[src/design/jti_ram.sv]
`timescale 1ns / 1ps
// ----------------------------------------------------------------------------
// jti_ram
// generic simple dual port ram (one write port, one read port), registered read
// ----------------------------------------------------------------------------
module jti_ram #(
  parameter int unsigned Width = 32,
  parameter int unsigned Depth = 64
) (
  input  logic                     clk_i,
  input  logic                     we_i,
  input  logic [$clog2(Depth)-1:0] waddr_i,
  input  logic [Width-1:0]         wdata_i,
  input  logic [$clog2(Depth)-1:0] raddr_i,
  output logic [Width-1:0]         rdata_o
);
  logic [Width-1:0] mem_q [Depth];

  always_ff @(posedge clk_i) begin
    if (we_i) begin
      mem_q[waddr_i] <= wdata_i;
    end
    rdata_o <= mem_q[raddr_i];
  end
endmodule

[config.mk]
export PLATFORM = sky130hd
export DESIGN_NAME = jti_ram
export DESIGN_NICKNAME = d
export VERILOG_FILES = /design/src/design/jti_ram.sv
export SDC_FILE = /design/constraint.sdc
export NUM_CORES = 2
export LEC_CHECK = 0
export BUFFER_PORTS_ARGS = -buffer_cell sky130_fd_sc_hd__buf_2
export CORE_MARGIN = 2
export CORE_UTILIZATION = 30
export DETAILED_ROUTE_END_ITERATION = 10
export GPL_TIMING_DRIVEN = 0
export SLEW_MARGIN = 15
export SYNTH_ARGS = -nofsm -noshare
export SYNTH_HDL_FRONTEND = slang
export SYNTH_SLANG_ARGS = --single-unit
[constraint.sdc]
create_clock -name clk_i -period 4.8 [get_ports clk_i]
set_clock_uncertainty 0.2 [all_clocks]
set_input_delay 0.96 -clock clk_i [delete_from_list [all_inputs] [get_ports clk_i]]
set_output_delay 0.96 -clock clk_i [all_outputs]
set_load 0.01 [all_outputs]
==> results.toml <==
[synthesis]
ys_seq_area_share_pct = 79.1
yosys_warnings = 0
synth_top_area_cell = "edfxtp_1"
synthesis.nets = 3370
synth_top_area_share_pct = 78.3
syn_area_per_cell_um2 = 23.6
syn_area_um2 = 78500
syn_inst = 3324
synth_top_cells_by_area = "edfxtp_1 (78%), mux4_2 (16%), mux2i_1 (1.2%)"
ys_ff_latch = 2080
yosysUniqueCellTypes = 34

[global_route]
grtUsageTotal_pct = 18.1
grt_max_degree = 65
grt_pass1_vias = 38768
grt_overflow = 0
grt_pass1_wl_um = 328000
antenna_found_initial = 28

[timing]
final-setup-viol-count = 2
rsz0062_at_grt = "no"
worstMarginPinSlew_ns = 1.32
setup_tns_ns = -0.109
slew_headroom_pct = 12.1
period_needed_ns = 4.90
drv_slew = 0
period_share_pct = 102
fmax_ghz = 0.204
hold_viol = 0
setup_ws_ns = -0.102

[detailed_routing]
routed_via_density = 5.32
vias = 39440
wl_um = 243000
avgRoutedWirePerCell_um = 32.8
drc = 0
initialDrtViolationCount = 6178
firstDrtPassIters = 8
ant_nets = 0

[floorplanning]
dieArea_um2 = 266000
start_util_pct = 30.2
io_pins = 78
core_um2 = 260000
die_y_um = 516
rows = 187
fp.dieW_um = 516

[place]
post-dp-hpwl_um = 160000
portBuffers = 69
post_dp_cell_area_um2 = 86600
dp_slack_ns = -1.27
place_congestion = 0.832
dp_cells = 7022

[worst_setup_path]
path_cells = "buf_2 > buf_2 > buf_2 > clkbuf_2 > buf_2 > mux2i_1 > a21oi_1 > a21oi_1 > nor2_1"
cp_slowest_cell = "nor2_1"
cpMostUsedCell = "buf_2"
required_ns = 5.27
critPathKind = "in2reg"
r2r-start = "mem_q[45][11]$_DFFE_PP_"
r2r_slack_ns = 1.91
end_kind = "register"
path_max_fanout = 10
critPathArrivalTime_ns = 5.37
r2r_cells = 5
crit_path_end = "rdata_o[11]$_DFF_P_"
start_kind = "input port"
cp-startpoint = "raddr_i[1]"
r2r_end = "rdata_o[11]$_DFF_P_"
critPathMaxStageDelay_ns = 0.67

[final_layout]
areaGrowthSynthToFinish_pct = 18.6
final_cell_area_um2 = 93100
drive_gt1_share_pct = 30.5
layout.nets = 3783
fin_cells = 7408

[clock_network]
postCtsSetupRepairBufs = 0
clkTransAtPathRegs_ns = 0.06
root_buffer = "clkbuf_16"
clock_latency_ns = 0.87
cts-htree-levels = 4
cts_num_sinks = 2080
clock_path_buffers = 3
cts_tree = "done"
cts_buffers = 204

[min_path]
min_path_type = "in2reg"

[run_status]
outcome = "finished, violations left"
violations = "setup timing"

[pwr]
peakVddDrop_mv = 0.398
p_per_area_nw_per_um2 = 404
leakagePower_nw = 28.5

[job]
maxCapViolCount = 0
[routing by layer]
metal / vias up / track usage (%) / wire, um
li1: 15123 / - / -
met1: 21408 / 23.9 / 90700
met2: 2440 / 28.5 / 113000
met3: 463 / 4.39 / 27000
met4: 6 / 7.63 / 11800
met5: - / 0 / 40
[layout make-up]
type / instances / area (um^2)
Antenna cell: 8 / 20.0
Buffer: 182 / 905
Clock buffer: 252 / 5330
Clock inverter: 121 / 1050
Fill cell: 23509 / 167000
Multi-Input combinational cell: 1062 / 16000
Sequential cell: 2080 / 62100
Tap cell: 3496 / 4370
Timing Repair Buffer: 207 / 3340
[cells in the mapped netlist (all sizes together)]
cell	instances
and3	4
or3b	5
buf	108
nand2	26
mux4	544
mux2i	93
or2	3
clkbuf	74
or3	3
o221ai	27
o32ai	4
nand3	5
o22ai	84
nor2	137
dfxtp	32
nand3b	5
a41o	4
nor2b	15
a31oi	1
a21oi	62
nand2b	8
a311oi	8
nand4b	1
nand4	2
edfxtp	2048
nor3	7
and2	2
a22oi	12
[how the worst min path moves through the flow]
stage	slack [ns]	start	endpoint	cells after the start
floorplan	0.46	mem_q[12][17]$_DFFE_PP_	rdata_o[17]$_DFF_P_	4
global placement	0.76	mem_q[12][17]$_DFFE_PP_	rdata_o[17]$_DFF_P_	4
detailed placement	0.76	mem_q[13][17]$_DFFE_PP_	rdata_o[17]$_DFF_P_	4
CTS	0.40	wdata_i[9]	mem_q[23][9]$_DFFE_PP_	1
global route	0.32	wdata_i[8]	mem_q[37][8]$_DFFE_PP_	1
finish	0.31	wdata_i[8]	mem_q[37][8]$_DFFE_PP_	1
[critical path, delay by kind of cell]
| family | cells | cell delay (ns) |
|---|---|---|
| compound gates | 2 | 1.02 |
| mux | 1 | 0.19 |
| buf+inv | 5 | 2.47 |
| simple gates | 1 | 0.67 |
[flip-flops by register name, indices dropped and copies added, names as in the netlist]
register,flops
mem_q,2048
rdata_o,32
[where the power goes]
part           internal (mW)  leakage (nW)  switching (mW)
registers               20.1          18.7          0.0364
clock network           8.41          3.10            6.99
logic                  0.704          6.71            1.40
[metrics by stage]
stage | hold slack [ns] | power, mW | utilization, %
global placement | 0.761 | 22.5 | 32.0
global route | 0.322 | 38.6 | 35.8
floorplan | 0.463 | 21.5 | -
detailed placement | 0.758 | 22.6 | 33.3
finish | 0.313 | 37.6 | 35.8
CTS | 0.401 | 37.8 | 35.8
[cell families after synthesis]
logic type	count (synthesis)	share of synthesized area (%)
flops	2080	79.1
mux	637	16.8
buf+inv	182	1.13
simple gates	223	1.27
compound gates	202	1.67
[repair_timing]
item                                    4_1_cts  5_1_grt
pin swaps                                     0        0
resized for setup                             4        2
endpoints found under the setup margin        7        2
hold buffers                                  0        0
[placed cells by master, fill, tap and decap left out, types with 59 or more instances in the layout]
cell          n
clkbuf_1    113
mux2i_1      93
nor2_4       62
buf_2       106
clkbuf_16   206
edfxtp_1   2048
o22ai_1      84
mux4_2      544
a21oi_1      59
buf_12       86
nor2_1       75
(Power assumes the default switching activity.)
