File: src/design/jti_pkg.sv
`timescale 1ns / 1ps
// ----------------------------------------------------------------------------
// jti_pkg
// shared types and codes of the joint trajectory interpolator
// ----------------------------------------------------------------------------
package jti_pkg;

  localparam int unsigned FieldJoints = 5;

  typedef enum logic [1:0] {
    OP_QUERY  = 2'd0,
    OP_BEGIN  = 2'd1,
    OP_APPEND = 2'd2,
    OP_SPARE  = 2'd3
  } op_e;

  typedef enum logic [2:0] {
    ST_INTERP  = 3'd0,
    ST_START   = 3'd1,
    ST_FINAL   = 3'd2,
    ST_STORED  = 3'd3,
    ST_DROPPED = 3'd4
  } status_e;

  // control from sequencer to the joint lanes
  typedef struct packed {
    logic        load_from;   // capture lane's "from" value
    logic        use_start;   // from value is start pose (else ram data)
    logic        load_to;     // capture lane's "to" value from ram
    logic        mul_go;      // compute product with ratio
    logic        fin_go;      // register final result
    logic [16:0] ratio;
  } lane_ctl_t;

endpackage

File: src/design/jti_lane.sv
`timescale 1ns / 1ps
// ----------------------------------------------------------------------------
// jti_lane
// one joint's interpolation: a + floor((b - a) * ratio / 65536)
// ----------------------------------------------------------------------------
module jti_lane (
  input  logic               clk_i,
  input  jti_pkg::lane_ctl_t ctl_i,
  input  logic signed [31:0] start_i,
  input  logic signed [31:0] ram_i,
  output logic signed [31:0] pose_o
);
  logic signed [31:0] from_q, to_q, pose_q;
  logic signed [32:0] diff;
  logic signed [50:0] prod_q;
  logic signed [50:0] sum;

  assign diff = 33'(to_q) - 33'(from_q);
  // arithmetic shift gives the floor
  assign sum  = 51'(from_q) + (prod_q >>> 16);

  always_ff @(posedge clk_i) begin
    if (ctl_i.load_from) begin
      from_q <= ctl_i.use_start ? start_i : ram_i;
    end
    if (ctl_i.load_to) begin
      to_q <= ram_i;
    end
    if (ctl_i.mul_go) begin
      prod_q <= diff * $signed({1'b0, ctl_i.ratio});
    end
    if (ctl_i.fin_go) begin
      pose_q <= sum[31:0];
    end
  end

  assign pose_o = pose_q;
endmodule

File: config.mk
export PLATFORM = sky130hd
export DESIGN_NAME = jti_lane
export DESIGN_NICKNAME = d
export VERILOG_FILES = /design/src/design/jti_pkg.sv /design/src/design/jti_lane.sv
export SDC_FILE = /design/constraint.sdc
export NUM_CORES = 2
export LEC_CHECK = 0
export BUFFER_PORTS_ARGS = -buffer_cell sky130_fd_sc_hd__buf_2
export CAP_MARGIN = 20
export CORE_UTILIZATION = 50
export DETAILED_ROUTE_END_ITERATION = 6
export PLACE_DENSITY_LB_ADDON = 0.1
export SKIP_LAST_GASP = 1
export SYNTH_ARGS = -nofsm -noshare
export SYNTH_HDL_FRONTEND = slang
export SYNTH_SLANG_ARGS = --single-unit
File: constraint.sdc
create_clock -name clk_i -period 14.8 [get_ports clk_i]
set_input_delay 2.22 -clock clk_i [delete_from_list [all_inputs] [get_ports clk_i]]
set_output_delay 2.22 -clock clk_i [all_outputs]
set_load 0.005 [all_outputs]
==> results.yml <==
logic_synthesis:
  yosysTopAreaCellShare_pct: 39.7
  synthDistinctLibCells: 71
  synthFlopType: "edfxtp_1"
  syn_avg_cell_area_um2: 9.62
  yosysMostFrequentCell: "inv_1"
  yosysWarnings: 0
  synth_top_area_cell: "fa_1"
  synth-edff-count: 128
  synthTopCellsByArea: "fa_1 (40%), edfxtp_1 (15%), inv_1 (9.3%), ha_1 (8.3%), and2_1 (5.9%)"
  synth_common_cells: "inv_1 (645), fa_1 (516), nand2_1 (308)"
  seq_area_frac_synth_pct: 14.8
  syn_inst: 2708
  ys_async_sr_fraction_pct: 0
  synth_fp_nets: 3484
  synth_area_um2: 26000
  synth-seq-cells: 128
clock_network:
  cts-root-buf: "clkbuf_16"
  cts.hold.buffers_added: 0
  htree_levels: 4
  numCtsBuffers: 17
  cts_tree: "done"
  cts.sinks: 128
  clk_latency_ns: 0.45
  clk_path_buf_depth: 2
  clkSlewWorstSetupHoldPaths_ns: 0.07
  cts_setup_buffers: 0
  cts.repair.resized: 0
global_routing:
  grt_max_degree: 35
  antenna_found_initial: 1
  overflow: 0
  grt_usage_pct: 26.3
  grt_pass1_wl_um: 108000
  grt_pass1_vias: 20040
route:
  firstDrtPassIters: 5
  ant_nets: 0
  wl_um: 65900
  drc: 0
  vias: 18264
  viasPerCell: 5.25
  drt_iter0_markers: 896
  routedWlPerCell_um: 18.9
setup_path:
  cpMostUsedCell: "fa_1"
  crit_slowest_cell: "xor2_2"
  cp_max_fo: 17
  critPathKind: "reg -> reg"
  critPathMaxStageDelay_ns: 0.81
  critPathLaunchType: "flip-flop"
  arrival_ns: 9.64
  critPathTopFamily: "adder cells"
  crit_required_ns: 15.00
  critPathCaptureType: "flip-flop"
  path_buf_inv: 4
sta:
  clock.fmax_mhz: 106
  tightest_slew_ns: 1.06
  hold_slack_ns: 0.624
  hold_viol_final: 0
  timing.final.ws_setup_ns: 5.35
  slew_viol_final: 0
  skew_ns: 0.0157
  post-route-min-period_ns: 9.45
  fin_tns_setup_ns: 0
  rsz0062_at_grt: "no"
  fin_crit_sh_pct: 63.8
  setup_violations: 0
  max-slew-margin-rel_pct: 29.2
final_layout:
  stdcell_area_um2: 28000
  nets: 3560
  nFillCells: 4680
  drive_gt1_share_pct: 9.47
  area_growth_pct: 7.68
place:
  port-buffer-count: 118
  dpl.hpwl_um: 51500
  pre_cts_slack_ns: 5.28
  gp_congestion: 0.909
  placed_cell_area_um2: 27400
status:
  run_status: "finished, final reports clean"
die:
  die_area_um2: 53000
  die_h_um: 230
  die_width_um: 230
  io_pins: 119
  num_rows: 83
  coreArea_um2: 51400
  initial_utilization_pct: 50.7
hold_path:
  hp-class: "reg -> reg"
run:
  drv_cap: 0
-- worst reg2reg max path, delay by kind of cell, from the launching register on --
kind	cells	cell delay [ns]
fa+ha+maj	9	3.88
compound gates	11	2.71
xor+xnor	2	1.14
simple gates	5	0.82
flops	1	0.41
buf+inv	4	0.25
-- layout make-up --
type	count	area, µm²	share of cell area [%]
timing repair buffer	155	876	3.12
multi-input combinational	1837	19500	69.4
inverter	645	2420	8.63
sequential	128	3840	13.7
tap	680	851	3.03
clock inverter	14	155	0.553
clock buffer	18	429	1.53
antenna	3	7.51	0.0268
-- cells in the final DEF, fill, tap and decap left out, drive strengths merged, types with 3 or more instances in the layout --
cell type and count:
a21boi 4, nand2 308, inv 650, nand4 10, o21ai 40, edfxtp 128, and2 249, o21bai 9
a211o 3, nor3 10, nor2 62, diode 3, a31oi 6, o211ai 5, mux2i 10, fa 516
nor2b 50, xor2 22, a21oi 77, mux2 41, a211oi 10, and4 3, o31a 3, clkinv 5
and3 6, o21a 17, or3 3, xnor2 69, nand2b 40, buf 155, ha 173, clkbuf 18
a21o 44, nand3 17
-- path summary, 6_finish.rpt --
| path | from | to | slack [ns] | depth (start not counted) |
|---|---|---|---|---|
| hold / removal | from_q[0]$_DFFE_PP_ | pose_o[0]$_DFFE_PP_ | 0.62 | 1 |
| setup reg to reg | from_q[0]$_DFFE_PP_ | prod_q[47]$_DFFE_PP_ | 5.35 | 31 |
| setup / recovery | from_q[0]$_DFFE_PP_ | prod_q[47]$_DFFE_PP_ | 5.35 | 31 |
| hold reg to reg | from_q[0]$_DFFE_PP_ | pose_o[0]$_DFFE_PP_ | 0.62 | 1 |
-- metrics by stage --
stage | std cells | utilization [%]
2_1_floorplan | 2708 | -
3_3_place_gp | 3444 | 53.4
3_5_place_dp | 3444 | 53.4
4_1_cts | 3476 | 54.5
5_1_grt | 3477 | 54.6
6_report | 3480 | 54.6
-- cell families (layout without fill, tap and decap cells) --
kind of cell	count (synthesis)	in the layout	synth area share, %
AND/OR/NAND/NOR	769	769	15.0
buffers and inverters	743	832	10.8
adder cells (fa/ha/maj)	689	689	48.0
AO/OA/AOI/OAI	236	236	6.11
flip-flops	128	128	14.8
XOR/XNOR	92	92	3.17
multiplexers	51	51	2.19
other	0	3	0
-- flip-flops by register name, indices dropped and copies added (netlist names) --
name    count
to_q       32
from_q     32
prod_q     32
pose_o     32
-- per-layer routing --
layer / vias up / track usage (%) / wire [µm]
met2: 453 / 45.5 / 32900
met4: 0 / 6.04 / 971
met1: 9438 / 35.4 / 29000
met3: 61 / 2.86 / 3000
met5: - / 0 / 0
li1: 8312 / - / -
Power is left out: the tool's default activity adds up to more than one toggle a clock period on the data nets, which glitch-free logic cannot reach.
