File: src/design/jti_div.sv
`timescale 1ns / 1ps
// ----------------------------------------------------------------------------
// jti_div
// radix-2 restoring divider for the q1.16 ratio, one quotient bit a cycle
// ----------------------------------------------------------------------------
module jti_div (
  input  logic        clk_i,
  input  logic        rst_ni,
  input  logic        start_i,
  input  logic [31:0] num_i,
  input  logic [31:0] span_i,
  output logic        done_o,
  output logic [16:0] ratio_o
);
  logic [32:0] rem_q, rem_d, trial;
  logic [15:0] quo_q, quo_d;
  logic [4:0]  cnt_q, cnt_d;
  logic        busy_q, busy_d, done_q, done_d;
  logic        zero_q, zero_d;
  logic [31:0] span_q, span_d;

  // num < span always, so 16 steps give floor(num * 65536 / span)
  always_comb begin
    rem_d  = rem_q;
    quo_d  = quo_q;
    cnt_d  = cnt_q;
    busy_d = busy_q;
    done_d = 1'b0;
    zero_d = zero_q;
    span_d = span_q;
    trial  = {rem_q[31:0], 1'b0} - {1'b0, span_q};
    if (start_i) begin
      rem_d  = {1'b0, num_i};
      span_d = span_i;
      quo_d  = '0;
      cnt_d  = '0;
      zero_d = (span_i == '0);
      busy_d = 1'b1;
    end else if (busy_q) begin
      if (!trial[32]) begin
        rem_d = trial;
        quo_d = {quo_q[14:0], 1'b1};
      end else begin
        rem_d = {rem_q[31:0], 1'b0};
        quo_d = {quo_q[14:0], 1'b0};
      end
      cnt_d = cnt_q + 5'd1;
      if (cnt_q == 5'd15) begin
        busy_d = 1'b0;
        done_d = 1'b1;
      end
    end
  end

  always_ff @(posedge clk_i or negedge rst_ni) begin
    if (!rst_ni) begin
      busy_q <= 1'b0;
      done_q <= 1'b0;
      cnt_q  <= '0;
    end else begin
      busy_q <= busy_d;
      done_q <= done_d;
      cnt_q  <= cnt_d;
    end
  end

  always_ff @(posedge clk_i) begin
    rem_q  <= rem_d;
    quo_q  <= quo_d;
    zero_q <= zero_d;
    span_q <= span_d;
  end

  assign done_o  = done_q;
  assign ratio_o = zero_q ? 17'h10000 : {1'b0, quo_q};
endmodule

File: config.mk
export PLATFORM = sky130hd
export DESIGN_NAME = jti_div
export DESIGN_NICKNAME = d
export VERILOG_FILES = /design/src/design/jti_div.sv
export SDC_FILE = /design/constraint.sdc
export NUM_CORES = 1
export LEC_CHECK = 0
export ABC_AREA = 1
export ABC_CLOCK_PERIOD_IN_PS = 5320
export BUFFER_PORTS_ARGS = -buffer_cell sky130_fd_sc_hd__buf_4
export CORE_MARGIN = 2
export CORE_UTILIZATION = 58
export CTS_BUF_LIST = sky130_fd_sc_hd__clkbuf_4 sky130_fd_sc_hd__clkbuf_8
export DETAILED_ROUTE_END_ITERATION = 10
export HOLD_SLACK_MARGIN = 0.15
export PLACE_DENSITY = 0.8
export SLEW_MARGIN = 20
export SYNTH_ARGS = -nofsm -noshare
export SYNTH_HDL_FRONTEND = slang
export SYNTH_SLANG_ARGS = --single-unit
File: constraint.sdc
create_clock -name clk_i -period 5.32 [get_ports clk_i]
set_clock_uncertainty 0.1 [all_clocks]
set_input_delay 0.266 -clock clk_i [delete_from_list [all_inputs] [get_ports clk_i]]
set_output_delay 0.266 -clock clk_i [all_outputs]
set_load 0.01 [all_outputs]
==> results.toml <==
[power]
power_density_mw_per_mm2 = 492
p_leak_uw = 0.00440
p_total_uw = 4070
ir_drop_mv = 0.330

[grt]
grtUsageTotal_pct = 29.5
grt_overflow = 0
grt_pass1_vias = 6336
grt_max_degree = 71
antenna_found_initial = 0
grt_pass1_wl_mm = 29.6

[synth]
synthesis.area_mm2 = 0.00672
synthMuxAreaShare_pct = 0
yosys_warnings = 0
synth_area_per_cell_um2 = 6.94
netlist.area_leader.share_pct = 29.0
synthArstFlopShare_pct = 7.95
synth_top_family_by_area = "simple AND/OR/NAND/NOR gates"
synth-edff-count = 65
ys.flop_type = "edfxtp_1"
synth_compound_area_share_pct = 4.75
synthSimpleGateAreaFrac_pct = 37.6
synth.most_common_cell = "nand2_1"
synthTopCellsByCount = "nand2_1, inv_1, nand3_1"
seq_area_frac_synth_pct = 36.4
synthesis.nets = 1070
synth_cell_types = 39
synth-xor-area-share_pct = 1.17
synth.area.top_cells = "edfxtp_1, nand2_1, inv_1, ha_1, nand3_1"
synthCells = 969
yosys.area.top_type = "edfxtp_1"
ys_ff_latch = 88
synth_fa_ha_area_share_pct = 6.44

[cts]
htreeDepth = 3
cts_setup_buffers = 0
clk_latency_ps = 370
clockRootBuffer = "clkbuf_8"
cts.sinks = 88
clock_path_buffers = 2
tritoncts = "yes"
cts_resized = 0
cts_made_buffers = 9
cts.clk_slew.worst_paths_ps = 90

[critical_path]
start_kind = "flop"
cp_cell_sequence = "fa_1 > nand2_1 > nand2_1 > nand3_2 > nand2_2 > nand2_4 > nand2_4 > nand2_4 > nand3_2 > nand2_4 > nand2_1 > nand3_1 > nand2_1"
path_class = "flop to flop"
critPathMaxFanout = 15
critPathMaxStageDelay_ps = 480
path_buf_inv = 0
cp.arrival_ps = 2920
worstSetupEndpointType = "flop"
rr_worst_depth = 13
r2r-end = "rem_q[5]"
worstPathRequired_ps = 5340
rr_startpoint = "rem_q[0]"
r2r_slack_ps = 2420
critPathSlowestCell = "fa_1"
worst_path_dominant_cell_family = "simple AND/OR/NAND/NOR gates"

[final_layout]
nets = 1213
fin_util_pct = 72.7
drive_above_1_share_pct = 13.6
final.fill_count = 951
stdcell_count = 1260
multiInputGateArea_mm2 = 0.00336
antenna_cells = 0
syn2layout_area_growth_pct = 23.0
seqCellArea_mm2 = 0.00245

[flow_run]
drv_cap = 0

[place]
dpl.hpwl_mm = 12.7
portBuffers = 84
place_inst = 1178
gp_congestion = 0.986

[floorplan]
dieHeight_um = 112
core-area_mm2 = 0.0114
io_pins = 85
die_x_um = 112
fp.dieArea_mm2 = 0.0125
row_count = 39
initial_core_util_pct = 59.1

[sta]
fmax_ghz = 0.345
tns_ps = 0
drv_slew = 0
period_minus_slack_ps = 2900
finalSetupViolations = 0
fin_crit_sh_pct = 54.5
worst_pin_slew_ps = 817
grt_setup_unrepaired = "no"
slew_headroom_pct = 45.0
hold_viol = 0

[min_path]
whs_endpoint = "quo_q[15]"
hold_class = "flop to flop"
min_from = "quo_q[15]"
hold-path-cell-count = 2

[detailed_routing]
routed_wl_mm = 17.8
drtIter0Drc = 591
postRouteAntennaNets = 0
drc = 0
routedWlPerCell_um = 14.1
vias = 6518
dr.pass1.iters = 6
via_per_inst = 5.17

[run_status]
status = "completed"
[worst max-delay path by stage]
stage | from | endpoint | slack [ps] | cells past startpoint
floorplan | start_i | rem_q[0] | 2840 | 4
global placement | start_i | rem_q[8] | 2480 | 4
detailed placement | start_i | rem_q[8] | 2440 | 4
CTS | rem_q[0] | rem_q[5] | 2450 | 13
global route | rem_q[0] | rem_q[1] | 2230 | 13
finish | rem_q[0] | rem_q[5] | 2420 | 13
[layout make-up]
cell class                      count  share of cell area [%]
Tap cell                          143                    2.16
Inverter                          210                    9.54
Clock inverter                      6                   0.787
Timing Repair Buffer              151                    15.7
Multi-Input combinational cell    652                    40.6
Clock buffer                       10                    1.59
Sequential cell                    88                    29.6
[logic make-up (layout without fill, tap and decap cells)]
kind of cell             count (synthesis)  count (layout)
buffers and inverters                  229             377
XOR/XNOR                                 9               9
AO/OA/AOI/OAI                           51              51
flip-flops                              88              88
adder cells (fa/ha/maj)                 34              34
AND/OR/NAND/NOR                        558             558
[flip-flops by register name (all words and copies together), names as in the netlist]
register,count
rem_q,32
span_q,32
quo_q,16
cnt_q,5
busy_q,1
done_o,1
zero_q,1
[layer usage]
| metal | GRT usage (%) | part of all wire, % | vias to the layer above |
|---|---|---|---|
| met2 | 48.5 | 45 | 273 |
| met3 | 4.14 | 6.7 | 43 |
| met4 | 11.1 | 2.9 | 0 |
| li1 | - | - | 3298 |
| met5 | 0 | 0 | - |
| met1 | 39.7 | 45 | 2904 |
[stage by stage]
stage               instance area [um^2]  worst slack [ps]  hold WS [ps]
floorplan                           6720              2840          -130
global placement                    7410              2480         -20.9
detailed placement                  7410              2440         -22.0
CTS                                 8270              2450           384
global route                        8270              2230           422
finish                              8270              2420           393
[worst reg2reg max path: cells and delay by family, from the launching register on]
| kind | cells | cell delay [ps] |
|---|---|---|
| AND/OR/NAND/NOR | 12 | 1620 |
| adder cells (fa/ha/maj) | 1 | 480 |
| flip-flops | 1 | 450 |
[layout by cell type (no fill, tap or decap), types with 7 or more instances in the layout]
cell             n
nand2_1        332
dfxtp_1         16
clkbuf_8         9
nand2_2         26
xnor2_1          9
inv_1          206
edfxtp_1        65
nor2_1          56
nand3_1         77
o22ai_1         17
buf_4           85
ha_1            33
nand4_1          9
dlygate4sd3_1   66
nor3_1          12
nor4_1           9
a21oi_1         20
dfrtp_1          7
nand3b_1        13
[repair_timing]
item | in CTS | in global routing
endpoints found under the setup margin | 0 | 0
hold buffers | 66 | 0
hold endpoints to repair | 71 | 0
[power by group]
group | switching [uW] | internal, uW
clock | 258 | 226
combinational | 1660 | 894
sequential | 91.6 | 936
Power figures use the tool's default switching activity.
